**config.mk**
```make
export PLATFORM = sky130hd
export DESIGN_NAME = software_timer_table
export DESIGN_NICKNAME = d
export VERILOG_FILES = /design/src/rtl/sw_tmr_pkg.sv /design/src/rtl/sw_tmr_cell.sv /design/src/rtl/software_timer_table.sv
export SDC_FILE = /design/constraint.sdc
export NUM_CORES = 1
export LEC_CHECK = 0
export ABC_AREA = 0
export BUFFER_PORTS_ARGS = -buffer_cell sky130_fd_sc_hd__clkbuf_2
export CAP_MARGIN = 20
export CORE_MARGIN = 5
export CORE_UTILIZATION = 65
export CTS_CLUSTER_SIZE = 12
export DETAILED_ROUTE_END_ITERATION = 7
export PLACE_DENSITY_LB_ADDON = 0.15
export SETUP_SLACK_MARGIN = 0.2
export SLEW_MARGIN = 20
export SYNTH_ARGS = -nofsm -noshare
export SYNTH_HDL_FRONTEND = slang
export SYNTH_SLANG_ARGS = --single-unit
```
**constraint.sdc**
```tcl
create_clock -name i_clk -period 13.7 [get_ports i_clk]
set_input_delay 1.37 -clock i_clk [delete_from_list [all_inputs] [get_ports i_clk]]
set_output_delay 1.37 -clock i_clk [all_outputs]
set_load 0.05 [all_outputs]
```
**src/rtl/sw_tmr_pkg.sv**
```systemverilog
// Shared types, constants and command codes for the software timer table.
// Used by sw_tmr_cell and software_timer_table; depends on nothing else.
package sw_tmr_pkg;

    localparam int NUM_SLOTS  = 8;
    localparam int COUNT_BITS = 16;

    typedef logic [COUNT_BITS-1:0] t_count;

    // Command codes carried on the input func field.
    localparam logic [1:0] FUNC_TICK    = 2'd0;
    localparam logic [1:0] FUNC_CREATE  = 2'd1;
    localparam logic [1:0] FUNC_DELETE  = 2'd2;
    localparam logic [1:0] FUNC_SERVICE = 2'd3;

    // Operations broadcast from the controller to every cell.
    localparam logic [2:0] CO_NONE   = 3'd0;
    localparam logic [2:0] CO_TICK   = 3'd1;
    localparam logic [2:0] CO_LOAD   = 3'd2;
    localparam logic [2:0] CO_DELETE = 3'd3;
    localparam logic [2:0] CO_FIRE   = 3'd4;
    localparam logic [2:0] CO_CLEAR  = 3'd5;

    typedef struct packed {
        logic [2:0] op;
        logic       use_free;
        logic [7:0] key;
        t_count     period;
        logic       periodic;
        logic       action;
    } t_cell_cmd;

    // Priority tokens handed from one cell to the next: a token that is
    // still set means no earlier cell claimed that search.
    typedef struct packed {
        logic match;
        logic free;
        logic svc;
    } t_tok;

    typedef struct packed {
        logic match_hit;
        logic free_hit;
        logic svc_hit;
        logic svc_want;
    } t_cell_stat;

    // The input period is 16 bits wide; the count keeps COUNT_BITS of it.
    function automatic t_count fit_count(input logic [15:0] value);
        logic [47:0] wide;
        wide = {32'd0, value};
        return wide[COUNT_BITS-1:0];
    endfunction

endpackage

```
**src/rtl/sw_tmr_cell.sv**
```systemverilog
// One timer slot of the software timer table and its link in the priority chain.
// Depends on sw_tmr_pkg.
module sw_tmr_cell (
    input  logic                   i_clk,
    input  logic                   i_rst_n,
    input  sw_tmr_pkg::t_cell_cmd  i_cmd,
    input  sw_tmr_pkg::t_tok       i_tok,
    output sw_tmr_pkg::t_tok       o_tok,
    output sw_tmr_pkg::t_cell_stat o_stat
);
    import sw_tmr_pkg::*;

    logic       r_en;
    logic       r_done;
    logic [7:0] r_key;
    t_count     r_rem;
    t_count     r_rel;
    logic       r_per;
    logic       r_act;

    logic want_match;
    logic want_free;
    logic want_svc;
    logic load_sel;

    assign want_match = r_en && (r_key == i_cmd.key);
    assign want_free  = !r_en;
    assign want_svc   = r_en && (r_rem == '0) && r_act && !r_done;

    assign o_tok.match = i_tok.match && !want_match;
    assign o_tok.free  = i_tok.free && !want_free;
    assign o_tok.svc   = i_tok.svc && !want_svc;

    assign o_stat.match_hit = i_tok.match && want_match;
    assign o_stat.free_hit  = i_tok.free && want_free;
    assign o_stat.svc_hit   = i_tok.svc && want_svc;
    assign o_stat.svc_want  = want_svc;

    assign load_sel = i_cmd.use_free ? o_stat.free_hit : o_stat.match_hit;

    always_ff @(posedge i_clk) begin
        if (!i_rst_n) begin
            r_en   <= 1'b0;
            r_done <= 1'b0;
        end else begin
            unique case (i_cmd.op)
                CO_LOAD: begin
                    if (load_sel) begin
                        r_en <= 1'b1;
                    end
                end
                CO_DELETE: begin
                    if (o_stat.match_hit) begin
                        r_en <= 1'b0;
                    end
                end
                CO_FIRE: begin
                    if (o_stat.svc_hit) begin
                        r_done <= 1'b1;
                        if (!r_per) begin
                            r_en <= 1'b0;
                        end
                    end
                end
                CO_CLEAR: begin
                    r_done <= 1'b0;
                end
                default: begin
                end
            endcase
        end
    end

    always_ff @(posedge i_clk) begin
        unique case (i_cmd.op)
            CO_TICK: begin
                if (r_en && (r_rem != '0)) begin
                    r_rem <= r_rem - t_count'(1);
                end
            end
            CO_LOAD: begin
                if (load_sel) begin
                    r_key <= i_cmd.key;
                    r_rem <= i_cmd.period;
                    r_rel <= i_cmd.period;
                    r_per <= i_cmd.periodic;
                    r_act <= i_cmd.action;
                end
            end
            CO_FIRE: begin
                if (o_stat.svc_hit && r_per) begin
                    r_rem <= r_rel;
                end
            end
            default: begin
            end
        endcase
    end

endmodule

```
**src/rtl/software_timer_table.sv**
```systemverilog
// Top level of the software timer table: command controller, result register
// and the chain of sw_tmr_cell slots. Depends on sw_tmr_pkg and sw_tmr_cell.
//
// Channel   Direction  Handshake            Beat contents
// command   in         i_valid / o_stall    i_func, i_key, i_period, i_periodic, i_has_action
// result    out        o_valid / i_stall    o_slot, o_status, o_fired, o_last
//
// A command beat is taken only while the controller is idle; the work state then
// does the work and loads the result register once it is free; tick, create and delete give one beat.
// Service gives one result beat per cycle, unless stalled, for each expired slot with an action.
// A stalled result holds the controller in its work state with the slots frozen.
// Reset is synchronous and active low and clears every slot's enable flag.
module software_timer_table (
    input  logic        i_clk,
    input  logic        i_rst_n,
    input  logic        i_valid,
    output logic        o_stall,
    input  logic [1:0]  i_func,
    input  logic [7:0]  i_key,
    input  logic [15:0] i_period,
    input  logic        i_periodic,
    input  logic        i_has_action,
    output logic        o_valid,
    input  logic        i_stall,
    output logic [2:0]  o_slot,
    output logic        o_status,
    output logic        o_fired,
    output logic        o_last
);
    import sw_tmr_pkg::*;

    localparam logic ST_IDLE = 1'b0;
    localparam logic ST_WORK = 1'b1;

    logic r_state;
    logic n_state;

    // Command held for the duration of its work.
    logic [1:0] r_func;
    logic [7:0] r_key;
    t_count     r_period;
    logic       r_periodic;
    logic       r_action;

    // Result register.
    logic       r_ov;
    logic       n_ov;
    logic [2:0] r_slot;
    logic [2:0] n_slot;
    logic       r_status;
    logic       n_status;
    logic       r_fired;
    logic       n_fired;
    logic       r_last;
    logic       n_last;

    logic       in_take;
    logic       out_free;
    logic       emit;
    t_cell_cmd  cmd;

    t_tok                 tok [NUM_SLOTS+1];
    t_cell_stat           stat [NUM_SLOTS];
    logic [NUM_SLOTS-1:0] match_hit;
    logic [NUM_SLOTS-1:0] free_hit;
    logic [NUM_SLOTS-1:0] svc_hit;
    logic [NUM_SLOTS-1:0] svc_want;
    logic [2:0]           match_idx;
    logic [2:0]           free_idx;
    logic [2:0]           svc_idx;
    logic                 svc_only;

    // The slot number reported keeps the low three bits of the index.
    function automatic logic [2:0] enc_slot(input logic [NUM_SLOTS-1:0] onehot);
        logic [31:0] idx;
        idx = 32'd0;
        for (int j = 0; j < NUM_SLOTS; j++) begin
            if (onehot[j]) begin
                idx = idx | 32'(j);
            end
        end
        return idx[2:0];
    endfunction

    assign o_stall  = (r_state != ST_IDLE);
    assign in_take  = i_valid && !o_stall;
    assign out_free = !r_ov || !i_stall;

    // Every search enters the chain at slot zero with its token set.
    assign tok[0] = '{match: 1'b1, free: 1'b1, svc: 1'b1};

    for (genvar g = 0; g < NUM_SLOTS; g++) begin : g_cell
        sw_tmr_cell u_cell (
            .i_clk   (i_clk),
            .i_rst_n (i_rst_n),
            .i_cmd   (cmd),
            .i_tok   (tok[g]),
            .o_tok   (tok[g+1]),
            .o_stat  (stat[g])
        );
        assign match_hit[g] = stat[g].match_hit;
        assign free_hit[g]  = stat[g].free_hit;
        assign svc_hit[g]   = stat[g].svc_hit;
        assign svc_want[g]  = stat[g].svc_want;
    end

    assign match_idx = enc_slot(match_hit);
    assign free_idx  = enc_slot(free_hit);
    assign svc_idx   = enc_slot(svc_hit);
    // The slot firing now is the last one when no other slot is waiting.
    assign svc_only  = ((svc_want & ~svc_hit) == '0);

    assign emit = (r_state == ST_WORK) && out_free;

    always_comb begin
        cmd.op       = CO_NONE;
        cmd.use_free = 1'b0;
        cmd.key      = r_key;
        cmd.period   = r_period;
        cmd.periodic = r_periodic;
        cmd.action   = r_action;
        n_state      = r_state;
        n_ov         = r_ov && i_stall;
        n_slot       = r_slot;
        n_status     = r_status;
        n_fired      = r_fired;
        n_last       = r_last;

        if (in_take) begin
            n_state = ST_WORK;
            // A service starts with every slot eligible to fire once.
            if (i_func == FUNC_SERVICE) begin
                cmd.op = CO_CLEAR;
            end
        end else if (emit) begin
            n_ov     = 1'b1;
            n_slot   = 3'd0;
            n_status = 1'b0;
            n_fired  = 1'b0;
            n_last   = 1'b1;
            n_state  = ST_IDLE;
            unique case (r_func)
                FUNC_TICK: begin
                    cmd.op = CO_TICK;
                end
                FUNC_CREATE: begin
                    if (|match_hit) begin
                        cmd.op = CO_LOAD;
                        n_slot = match_idx;
                    end else if (|free_hit) begin
                        cmd.op       = CO_LOAD;
                        cmd.use_free = 1'b1;
                        n_slot       = free_idx;
                    end else begin
                        n_status = 1'b1;
                    end
                end
                FUNC_DELETE: begin
                    if (|match_hit) begin
                        cmd.op = CO_DELETE;
                        n_slot = match_idx;
                    end else begin
                        n_status = 1'b1;
                    end
                end
                FUNC_SERVICE: begin
                    if (|svc_hit) begin
                        cmd.op  = CO_FIRE;
                        n_slot  = svc_idx;
                        n_fired = 1'b1;
                        n_last  = svc_only;
                        if (!svc_only) begin
                            n_state = ST_WORK;
                        end
                    end
                end
                default: begin
                end
            endcase
        end
    end

    always_ff @(posedge i_clk) begin
        if (!i_rst_n) begin
            r_state <= ST_IDLE;
            r_ov    <= 1'b0;
        end else begin
            r_state <= n_state;
            r_ov    <= n_ov;
        end
    end

    always_ff @(posedge i_clk) begin
        r_slot   <= n_slot;
        r_status <= n_status;
        r_fired  <= n_fired;
        r_last   <= n_last;
        if (in_take) begin
            r_func     <= i_func;
            r_key      <= i_key;
            r_period   <= fit_count(i_period);
            r_periodic <= i_periodic;
            r_action   <= i_has_action;
        end
    end

    assign o_valid  = r_ov;
    assign o_slot   = r_slot;
    assign o_status = r_status;
    assign o_fired  = r_fired;
    assign o_last   = r_last;

    // A matching key is held by at most one enabled slot.
    a_match_unique: assert property (@(posedge i_clk) disable iff (!i_rst_n)
        (r_state == ST_WORK) |-> $onehot0(match_hit))
        else $error("more than one slot claims the key");

    a_svc_onehot: assert property (@(posedge i_clk) disable iff (!i_rst_n)
        $onehot0(svc_hit))
        else $error("more than one slot fires in one cycle");

    a_fired_ok: assert property (@(posedge i_clk) disable iff (!i_rst_n)
        (o_valid && o_fired) |-> !o_status)
        else $error("fired result carries an error status");

    a_busy_after_take: assert property (@(posedge i_clk) disable iff (!i_rst_n)
        in_take |=> (o_stall && !$stable(r_state)))
        else $error("command taken without entering work state");

    a_idle_after_last: assert property (@(posedge i_clk) disable iff (!i_rst_n)
        (emit && n_last) |=> (r_state == ST_IDLE))
        else $error("controller busy after the final result");

endmodule
```
After elaboration in Yosys (flattened, before gate mapping)
Index checks and enable logic that the tools add are counted.

Bitwise logic cells: 3. Muxes and demuxes: 145. Equal/unequal tests: 65. $add $sub $neg: 8. Reductions and logical operators: 183.

Operators by type and width (count): 16-bit 2-to-1 mux (24); 16-bit one-hot mux with 3 select lines (8); 16-bit zero test (8); 16-bit nonzero test (8); 16-bit by 1-bit subtractor with 16-bit output, second input constant (8); 1-bit logical AND (90); 2-bit by 1-bit inequality test with 1-bit output, second input constant (40); 1-bit 2-to-1 mux (65); 8-bit == test (8); 3-bit 2-to-1 mux (20); 5-bit AND reduction (8); 2-bit AND reduction (18); 1-bit zero test (33); 4-bit AND reduction (8); 1-bit one-hot mux with 3 select lines (8); 8-bit OR reduction (3); 1-bit one-hot mux with 2 select lines (9); 2-bit 2-to-1 mux (8); 2-bit inequality test, second input constant (8); 3-bit one-hot mux with 4 select lines (1); 3-bit one-hot mux with 3 select lines (1); 8-bit bitwise AND (1); 8-bit zero test (1); 8-bit inverter (1); 11 further kinds (17).

Input port bits: 32. Flip-flop bits (word level): 388. Output and inout bits: 8. Word-level logic and storage cells: 471.

Depth between registers and ports, before layout
Gate-level depths: netlist (run 1).

Depth after elaboration: 20. Gate-level depth with buffers: 14. Depth with buffers taken out: 11.

Hierarchy
Synthesis (run 1) repeated with hierarchy kept, for this count alone.

Cell total of the unflattened synthesis: 1489. Area, all modules: 18856.8 um^2.

Modules (own cells, without submodules): sw_tmr_cell at g_cell[0].u_cell ... (area an instance 2158.3 um^2, times used 3, cells an instance 173, sequential area each 1301.2 um^2); sw_tmr_cell at g_cell[3].u_cell ... (area an instance 2158.3 um^2, times used 3, cells an instance 172, sequential area each 1301.2 um^2); sw_tmr_cell at g_cell[7].u_cell (area an instance 2210.9 um^2, times used 1, cells an instance 176, sequential area each 1301.2 um^2); sw_tmr_cell at g_cell[6].u_cell (area an instance 2190.9 um^2, times used 1, cells an instance 175, sequential area each 1301.2 um^2); software_timer_table (area an instance 1505.2 um^2, times used 1, cells an instance 103, sequential area each 1061.0 um^2).

Least setup slack after synthesis (run 1)
No wires, ideal clock.

Path kind: input to register. Start point: input port i_stall. End point: register g_cell[2].u_cell.r_rem[0], enable pin. Buffers on the path: 2. Data arrival time: 4482 ps. Library setup time: 409 ps. Data required time: 13291 ps. Path slack: 8809 ps. Stages on the path: 10. Path through: a21boi_1 > nor2b_1 > nand2_1 > a21oi_1 > o211ai_4 > a21oi_4 > buf_6 > buf_6 > a31oi_1 > nor3_1.

Cells in the longest elaborated chain, start to end: 8. Elaborated cells on any way between the ends: 15. Classes of those cells: eq/ne: 6; mux: 4; reduce/logical: 5.

Ends and longest elaborated chain: start: declaration (line software_timer_table.sv:24) `input logic i_stall,`; 1-bit zero test (*) (line software_timer_table.sv:87) `assign out_free = !r_ov || !i_stall;`; 1-bit logical OR (*) (line software_timer_table.sv:87); 1-bit logical AND (*) (line software_timer_table.sv:113) `assign emit = (r_state == ST_WORK) && out_free;`; 4-bit 2-to-1 mux (*) (line software_timer_table.sv:135) `end else if (emit) begin`; 3-bit 2-to-1 mux / 1-bit 2-to-1 mux (equally long branches) (line software_timer_table.sv:129) `if (in_take) begin`; 3-bit == test, or another cell as far along (line sw_tmr_cell.sv:75) `unique case (i_cmd.op)`; 2-bit by 1-bit inequality test with 1-bit output (no source line) / 3-bit nonzero test (equally long branches); 4-bit AND reduction (no source line) (*); end signal: assignment (line sw_tmr_cell.sv:78) `r_rem <= r_rem - t_count'(1);`; end signal: assignment (line sw_tmr_cell.sv:84) `r_rem <= i_cmd.period;`; end signal: assignment (line sw_tmr_cell.sv:92) `r_rem <= r_rel;`; end: declaration (line sw_tmr_cell.sv:16) `t_count r_rem;`.

Mark *: on every way between the ends. The rest lies on a longest branch, timed or not. A chain may end at the register's enable or synchronous reset.

Worst setup path after layout (run 1)
Start point: register r_key[3]. End point: register g_cell[6].u_cell.r_rem[1], enable pin.

Cells in the longest elaborated chain, start to end: 18. Elaborated cells on any way between the ends: 54. Classes of those cells: eq/ne: 14; mux: 9; reduce/logical: 31.

Ends and longest elaborated chain: start: declaration (line software_timer_table.sv:40) `logic [7:0] r_key;`; start signal: assignment (line software_timer_table.sv:200) `r_key <= i_key;`; 8-bit == test (line sw_tmr_cell.sv:26) `assign want_match = r_en && (r_key == i_cmd.key);`; 1-bit logical AND (line sw_tmr_cell.sv:26); 1-bit zero test (line sw_tmr_cell.sv:30) `assign o_tok.match = i_tok.match && !want_match;`; 1-bit logical AND (6 in a row) (line sw_tmr_cell.sv:30); 1-bit logical AND (line sw_tmr_cell.sv:34) `assign o_stat.match_hit = i_tok.match && want_match;`; 8-bit OR reduction (line software_timer_table.sv:147, software_timer_table.sv:159); 2-bit 2-to-1 mux, or another cell as far along (line software_timer_table.sv:159) `if (|match_hit) begin`; 3-bit one-hot mux with 4 select lines / 1-bit 2-to-1 mux (equally long branches) (line software_timer_table.sv:142) `unique case (r_func)`; 4-bit 2-to-1 mux (line software_timer_table.sv:135); 3-bit 2-to-1 mux / 1-bit 2-to-1 mux (equally long branches) (line software_timer_table.sv:129); 3-bit == test, or another cell as far along (line sw_tmr_cell.sv:75); 2-bit by 1-bit inequality test with 1-bit output (no source line) / 3-bit nonzero test (equally long branches); 4-bit AND reduction (no source line) (*); end signal: assignment (line sw_tmr_cell.sv:78); end signal: assignment (line sw_tmr_cell.sv:84); end signal: assignment (line sw_tmr_cell.sv:92); end: declaration (line sw_tmr_cell.sv:16).

Marked as above.

==> impl_metrics.yaml, run 1 <==
pwr:
  p_comb_frac: 0.035
  p_int_mw: 1.93
  power_density_nw_per_um2: 125
  swShare: 0.210
  p_sw_mw: 0.514
  seq_power_share: 0.552
  ir_worst_vdd_mv: 0.124
  power_frac_clock: 0.413
  leakagePower_nw: 6.11
clock_network:
  cts_tree: "yes"
  clk-insertion-delay-late_ns: 0.54
  clock_path_buffers: 3
  cts.sinks: 388
  cts-root-buf: "clkbuf_16"
  post-cts-setup-buffers: 0
  post_cts_resized: 0
  h-tree-depth: 2
  cts_buffers: 41
  postCtsHoldBufs: 0
  path_clk_slew_ns: 0.06
drt:
  drc: 0
  wl_per_cell_um: 24.8
  drtIter0Drc: 1568
  antenna_left: 0
  via_per_inst: 6.60
  drt-total-wl_mm: 45.5
  firstDrtPassIters: 5
  num_vias: 12116
die:
  dieWidth_um: 176
  ios: 40
  start_util: 0.661
  core_um2: 27000
  rows: 60
  die_h_um: 176
  die_area_um2: 30900
synthesis:
  seq_area_frac_synth: 0.642
  ys_types: 72
  synthesis.nets: 1477
  ys_ff_latch: 388
  async_flop_share: 0
  synth_mux_area_frac: 0.00392
  netlist_instances: 1428
  synth_compound_area_frac: 0.116
  synthAdderAreaFrac: 0.0125
  netlist_area_um2: 17900
  yosysWarnings: 0
  yosys.area_share.simple: 0.121
  synth_xor_area_frac: 0.0814
  synth_top_family_by_area: "simple AND/OR/NAND/NOR gates"
  synth-edff-count: 370
  yosys_most_used_dff: "edfxtp_1"
  syn_area_per_cell_um2: 12.5
layout:
  seqCellArea_um2: 11500
  final_nets: 1519
  syn_to_final_growth_pct: 9.96
  final_layout_size_suffix_gt1_frac: 0.104
  final_area_um2: 19600
  nFillCells: 1796
  multi_input_area_um2: 6030
  diodes: 0
timing:
  final.setup.tns_ns: 0
  slew_violations: 0
  hold_viol_final: 0
  hold_ws_ns: 0.475
  rsz0062_at_grt: "false"
  setup_slack_ns: 8.55
  min_period_over_period: 0.376
  layout_min_cycle_time_ns: 5.15
  max_slew_margin: 0.247
  setup_violations: 0
  fin_skew_ns: 0.0261
  tightest_slew_ns: 1.13
  fmax_mhz: 194
worst_setup_path:
  criticalPathCategory: "reg2reg"
  cpLargestDelayFamily: "simple AND/OR/NAND/NOR gates"
  worstPathMaxFanout: 75
  path_buf_inv: 2
  cp-end-kind: "flip-flop"
  cp.arrival_ns: 5.42
  setup.worst_path.start_class: "flip-flop"
  critPathRequiredTime_ns: 13.97
  cp_common_cell: "buf_4"
  slowest_stage: "and3b_4"
  critPathMaxStageDelay_ns: 0.82
  crit_path_cell_trace: "xnor2_1 > nand4_1 > nor3_1 > or4_1 > o32ai_1 > and3b_4 > buf_4 > nand2b_1 > nand2_1 > nor3_2 > buf_4"
global_route:
  grt_usage: 0.294
  grt_max_degree: 86
  antenna_found_initial: 0
  grt_pass1_vias: 11827
  grt_pass1_wl_mm: 69.2
  grt_overflow: 0
place:
  gp_congestion: 0.936
  placed_area_um2: 18400
  dp.final_hpwl_mm: 29.6
  portBuffers: 39
  dpl_worst_slack_ns: 8.64
run_status:
  status: "finished clean"
job:
  max_cap_violations: 0
worst_hold_path:
  hp-class: "reg2reg"
-- cells in the mapped netlist (all sizes together) (11+ instances only) --
master  number  area share
or3         14      0.0049
xnor2      123       0.060
buf         39       0.011
nand2b      12      0.0042
or2         11      0.0039
edfxtp     370        0.62
or4         12      0.0053
nand3       28      0.0078
nand3b      11      0.0046
inv         24      0.0050
nor3        49       0.015
ha          17       0.012
a21oi      159       0.045
nor2        67       0.014
clkbuf      30      0.0064
xor2        43       0.021
nand4       16      0.0056
nor4        30       0.011
o21ai      135       0.038
and2        24      0.0084
nand2       69       0.015
a31oi       11      0.0042
dfxtp       18       0.020
-- cells by family after synthesis --
| kind of cell | after synthesis |
|---|---|
| simple gates | 391 |
| mux | 7 |
| buf+inv | 93 |
| fa+ha+maj | 18 |
| flops | 388 |
| xor+xnor | 166 |
| compound gates | 365 |
-- per-layer routing --
metal | track usage | wire length (um)
met4 | 0.0962 | 1630
met3 | 0.0667 | 4600
met1 | 0.397 | 17600
met2 | 0.478 | 21600
met5 | 0 | 0
-- final timing paths --
check	startpoint	cells after the start	end	slack [ns]
max	r_key[3]	11	g_cell[6].u_cell.r_rem[1]	8.55
min	g_cell[0].u_cell.r_done	2	g_cell[0].u_cell.r_done	0.48
max reg2reg	r_key[3]	11	g_cell[6].u_cell.r_rem[1]	8.55
min reg2reg	g_cell[0].u_cell.r_done	2	g_cell[0].u_cell.r_done	0.48
-- registers in the layout (all words and copies together) (netlist names) --
signal	count
g_cell.u_cell.r_rem	128
o_stall	1
r_periodic	1
r_func	2
g_cell.u_cell.r_done	8
g_cell.u_cell.r_per	8
g_cell.u_cell.r_en	8
r_period	16
o_status	1
r_action	1
o_slot	3
g_cell.u_cell.r_key	64
r_key	8
o_valid	1
g_cell.u_cell.r_act	8
g_cell.u_cell.r_rel	128
o_fired	1
o_last	1
-- placed cells by master, fill, tap and decap left out, types with 12 or more instances in the layout --
cell type and count:
nand2_1 69, clkbuf_2 40, clkbuf_16 42, buf_4 26, nor2_1 63, inv_1 24, nand4_1 16, xnor2_1 123
xor2_1 43, a21oi_1 157, ha_1 17, edfxtp_1 370, o21ai_0 123, nor3_1 40, dfxtp_1 18, o21ai_1 12
nand3_1 28, nor4_1 30, or3_1 14, and2_1 22, nand2b_1 12
-- metrics by stage --
stage | utilization | total power [mW] | std cells
final | 0.726 | 2.45 | 1836
after global routing | 0.726 | 2.52 | 1836
after CTS | 0.726 | 2.45 | 1835
after detailed placement | 0.682 | 1.46 | 1767
after global placement | 0.681 | 1.45 | 1765
after floorplan | - | 1.42 | 1428
-- worst reg2reg max path, cell delays in order (launching register included) --
cell,delay (ns)
edfxtp_1,0.78
xnor2_1,0.19
nand4_1,0.13
nor3_1,0.08
or4_1,0.65
o32ai_1,0.79
and3b_4,0.82
buf_4,0.80
nand2b_1,0.24
nand2_1,0.14
nor3_2,0.05
buf_4,0.22
-- power by group through the flow --
stage               combinational [mW]  sequential (mW)  clock [mW]
floorplan                       0.0558             1.36           0
global placement                0.0818             1.37           0
detailed placement              0.0851             1.37           0
CTS                             0.0856             1.35        1.02
global route                    0.0936             1.35        1.08
finish                          0.0863             1.35        1.01
-- cell type report --
cell class | count | share of cell area
inverter | 24 | 0.00459
timing repair buffer | 68 | 0.0213
tap | 341 | 0.0217
multi-input combinational | 947 | 0.307
sequential | 388 | 0.584
clock inverter | 14 | 0.00484
clock buffer | 54 | 0.0563
Power figures use the tool's default switching activity.
==> run 2, diff against run 1 <==
--- a/config.mk
+++ b/config.mk
@@ -5,11 +5,11 @@
 export SDC_FILE = /design/constraint.sdc
 export NUM_CORES = 1
 export LEC_CHECK = 0
-export ABC_AREA = 0
+export ABC_AREA = 1
 export BUFFER_PORTS_ARGS = -buffer_cell sky130_fd_sc_hd__clkbuf_2
 export CAP_MARGIN = 20
 export CORE_MARGIN = 5
-export CORE_UTILIZATION = 65
+export CORE_UTILIZATION = 57
 export CTS_CLUSTER_SIZE = 12
 export DETAILED_ROUTE_END_ITERATION = 7
 export PLACE_DENSITY_LB_ADDON = 0.15
==> constraint.sdc (replaced) <==
create_clock -name i_clk -period 4.7 [get_ports i_clk]
set_input_delay 0.47 -clock i_clk [delete_from_list [all_inputs] [get_ports i_clk]]
set_output_delay 0.47 -clock i_clk [all_outputs]
set_load 0.05 [all_outputs]
==> impl_metrics.yaml, run 2 <==
run_status:
  status: "finished clean"
pwr:
  power_density_nw_per_um2: 368
  ir_worst_vdd_mv: 0.357
  leakagePower_nw: 8.14
layout:
  final_common_cell: "nand2_1"
  syn_to_final_growth_pct: 11.7
  reg_top3: "g_cell.u_cell.r_rel (128), g_cell.u_cell.r_rem (128), g_cell.u_cell.r_key (64)"
  final_layout_size_suffix_gt1_frac: 0.105
  fin_cells: 2477
  mostFrequentLayoutCells: "463 x nand2_1, 370 x edfxtp_1, 227 x nor2_1"
  utilization: 0.648
  final_nets: 2056
  nFillCells: 2665
worst_setup_path:
  cp_common_cell: "nand2_1"
  worstPathMaxFanout: 92
  criticalPathCategory: "reg2reg"
  cpLargestDelayFamily: "simple AND/OR/NAND/NOR gates"
  slowest_stage: "edfxtp_1"
  critPathRequiredTime_ns: 4.98
  crit_path_cell_trace: "inv_2 > nand2_1 > nand2_1 > nor2_1 > nand3_1 > nor2_1 > inv_1 > nand4_4 > nand3_4 > nand2_2 > nand2_1 > nand2_2 > nand2_4 > nor2_8 > buf_6 > nand2_1 > nand2_1 > nor3_2 > buf_4"
  setup.worst_path.start_class: "flip-flop"
  cp.arrival_ns: 4.40
  cp-end-kind: "flip-flop"
  path_buf_inv: 4
  critPathMaxStageDelay_ns: 0.66
synthesis:
  yosys.area.top_type_share: 0.586
  netlist_instances: 1916
  netlist_area_um2: 19000
  async_flop_share: 0
  synthTopCellsByArea: "edfxtp_1 59%, nand2_1 9.2%, nor2_1 4.6%, nand3_1 4.0%, inv_1 3.8%"
  yosysMostFrequentCell: "nand2_1"
  syn_area_per_cell_um2: 9.90
  ys_ff_latch: 388
  yosys-top-cells-count: "463 x nand2_1, 370 x edfxtp_1, 235 x nor2_1"
  yosysWarnings: 0
  seq_area_frac_synth: 0.605
  yosys_most_used_dff: "edfxtp_1"
  ys_types: 51
  synth-edff-count: 370
  synthesis.nets: 1965
  synth_top_cell_by_area: "edfxtp_1"
timing:
  final.setup.tns_ns: 0
  setup_violations: 0
  fmax_mhz: 243
  min_period_over_period: 0.875
  slew_violations: 0
  hold_viol_final: 0
  max_slew_margin: 0.267
  rsz0062_at_grt: "false"
  tightest_slew_ns: 1.09
  fin_skew_ns: 0.0205
  layout_min_cycle_time_ns: 4.11
global_route:
  grt_usage: 0.295
  grt_overflow: 0
  antenna_found_initial: 4
  grt_max_degree: 93
  grt_pass1_vias: 13890
  grt_pass1_wl_mm: 81.8
die:
  core_um2: 32700
  die_h_um: 192
  rows: 66
  start_util: 0.580
  die_area_um2: 37000
  ios: 40
  dieWidth_um: 192
drt:
  num_vias: 14234
  via_per_inst: 5.75
  firstDrtPassIters: 7
  drt-total-wl_mm: 53.8
  wl_per_cell_um: 21.7
  drc: 0
  antenna_left: 0
  drtIter0Drc: 1769
job:
  max_cap_violations: 0
place:
  dp.final_hpwl_mm: 36.4
  dp.cells: 2404
  portBuffers: 39
  gp_congestion: 1.05
clock_network:
  cts_tree: "yes"
  clk-insertion-delay-late_ns: 0.55
  cts.sinks: 388
  cts_buffers: 43
  path_clk_slew_ns: 0.06
  cts-root-buf: "clkbuf_16"
  h-tree-depth: 2
  clock_path_buffers: 3
  postCtsHoldBufs: 0
worst_hold_path:
  hp-class: "in2reg"
[run 2: final timing paths]
kind | to | startpoint | cells past startpoint | slack [ns]
worst min register to register | g_cell[7].u_cell.r_done | g_cell[7].u_cell.r_done | 2 | 0.46
worst max-delay path | g_cell[3].u_cell.r_rem[5] | r_key[1] | 19 | 0.59
worst max register to register | g_cell[3].u_cell.r_rem[5] | r_key[1] | 19 | 0.59
worst min-delay path | r_period[14] | i_period[14] | 1 | 0.1
[run 2: per-layer routing]
layer  vias to the layer above  global-route usage  routed length, um
met5                         -                   0                  0
met4                         0               0.124               2470
met3                       136              0.0505               5060
met2                       721               0.462              24200
li1                       6705                   -                  -
met1                      6672               0.411              22100
[run 2: kinds of logic after synthesis]
group | synth area share
AOI/OAI and AO/OA | 0.0571
DFF | 0.605
adders and majority gates | 0.0117
buffers and inverters | 0.0540
xor gates and xnor gates | 0.0411
and+or+nand+nor | 0.232
[run 2: worst reg2reg max path, delay by kind of cell (launching register included)]
| kind | cells | cell delay, ns |
|---|---|---|
| flip-flops | 1 | 0.66 |
| buffers and inverters | 4 | 1.15 |
| AND/OR/NAND/NOR | 15 | 2.05 |
[run 2: layout make-up]
cell class	instances	area [um^2]	share of cell area
inverters	206	773	0.0365
clock inverters	17	141	0.00667
repair buffers	87	557	0.0263
diodes	1	2.50	0.000118
multi-input cells	1281	6540	0.309
flip-flops and latches	388	11500	0.542
well taps	442	553	0.0261
clock buffers	55	1140	0.0539
[run 2: timing repair]
item	CTS	global route
resized for setup	0	1
setup buffers	0	0
endpoints found under the hold margin	0	0
setup endpoints to repair	0	85
[run 2: power by group]
part / leakage [nW] / internal (mW) / switching [mW]
combinational: 3.99 / 0.195 / 0.426
clock: 0.627 / 1.82 / 1.33
sequential: 3.52 / 3.94 / 0.0999
[run 2: stage by stage]
stage	hold WS (ns)	total power, mW	instance area (um^2)	setup slack, ns
after floorplan	0.435	4.48	19000	0.717
after global placement	0.453	4.70	19900	0.498
after detailed placement	0.455	4.72	19900	0.382
after CTS	0.0719	7.85	21200	0.351
after global routing	0.0827	8.07	21200	0.255
final	0.0957	7.81	21200	0.585
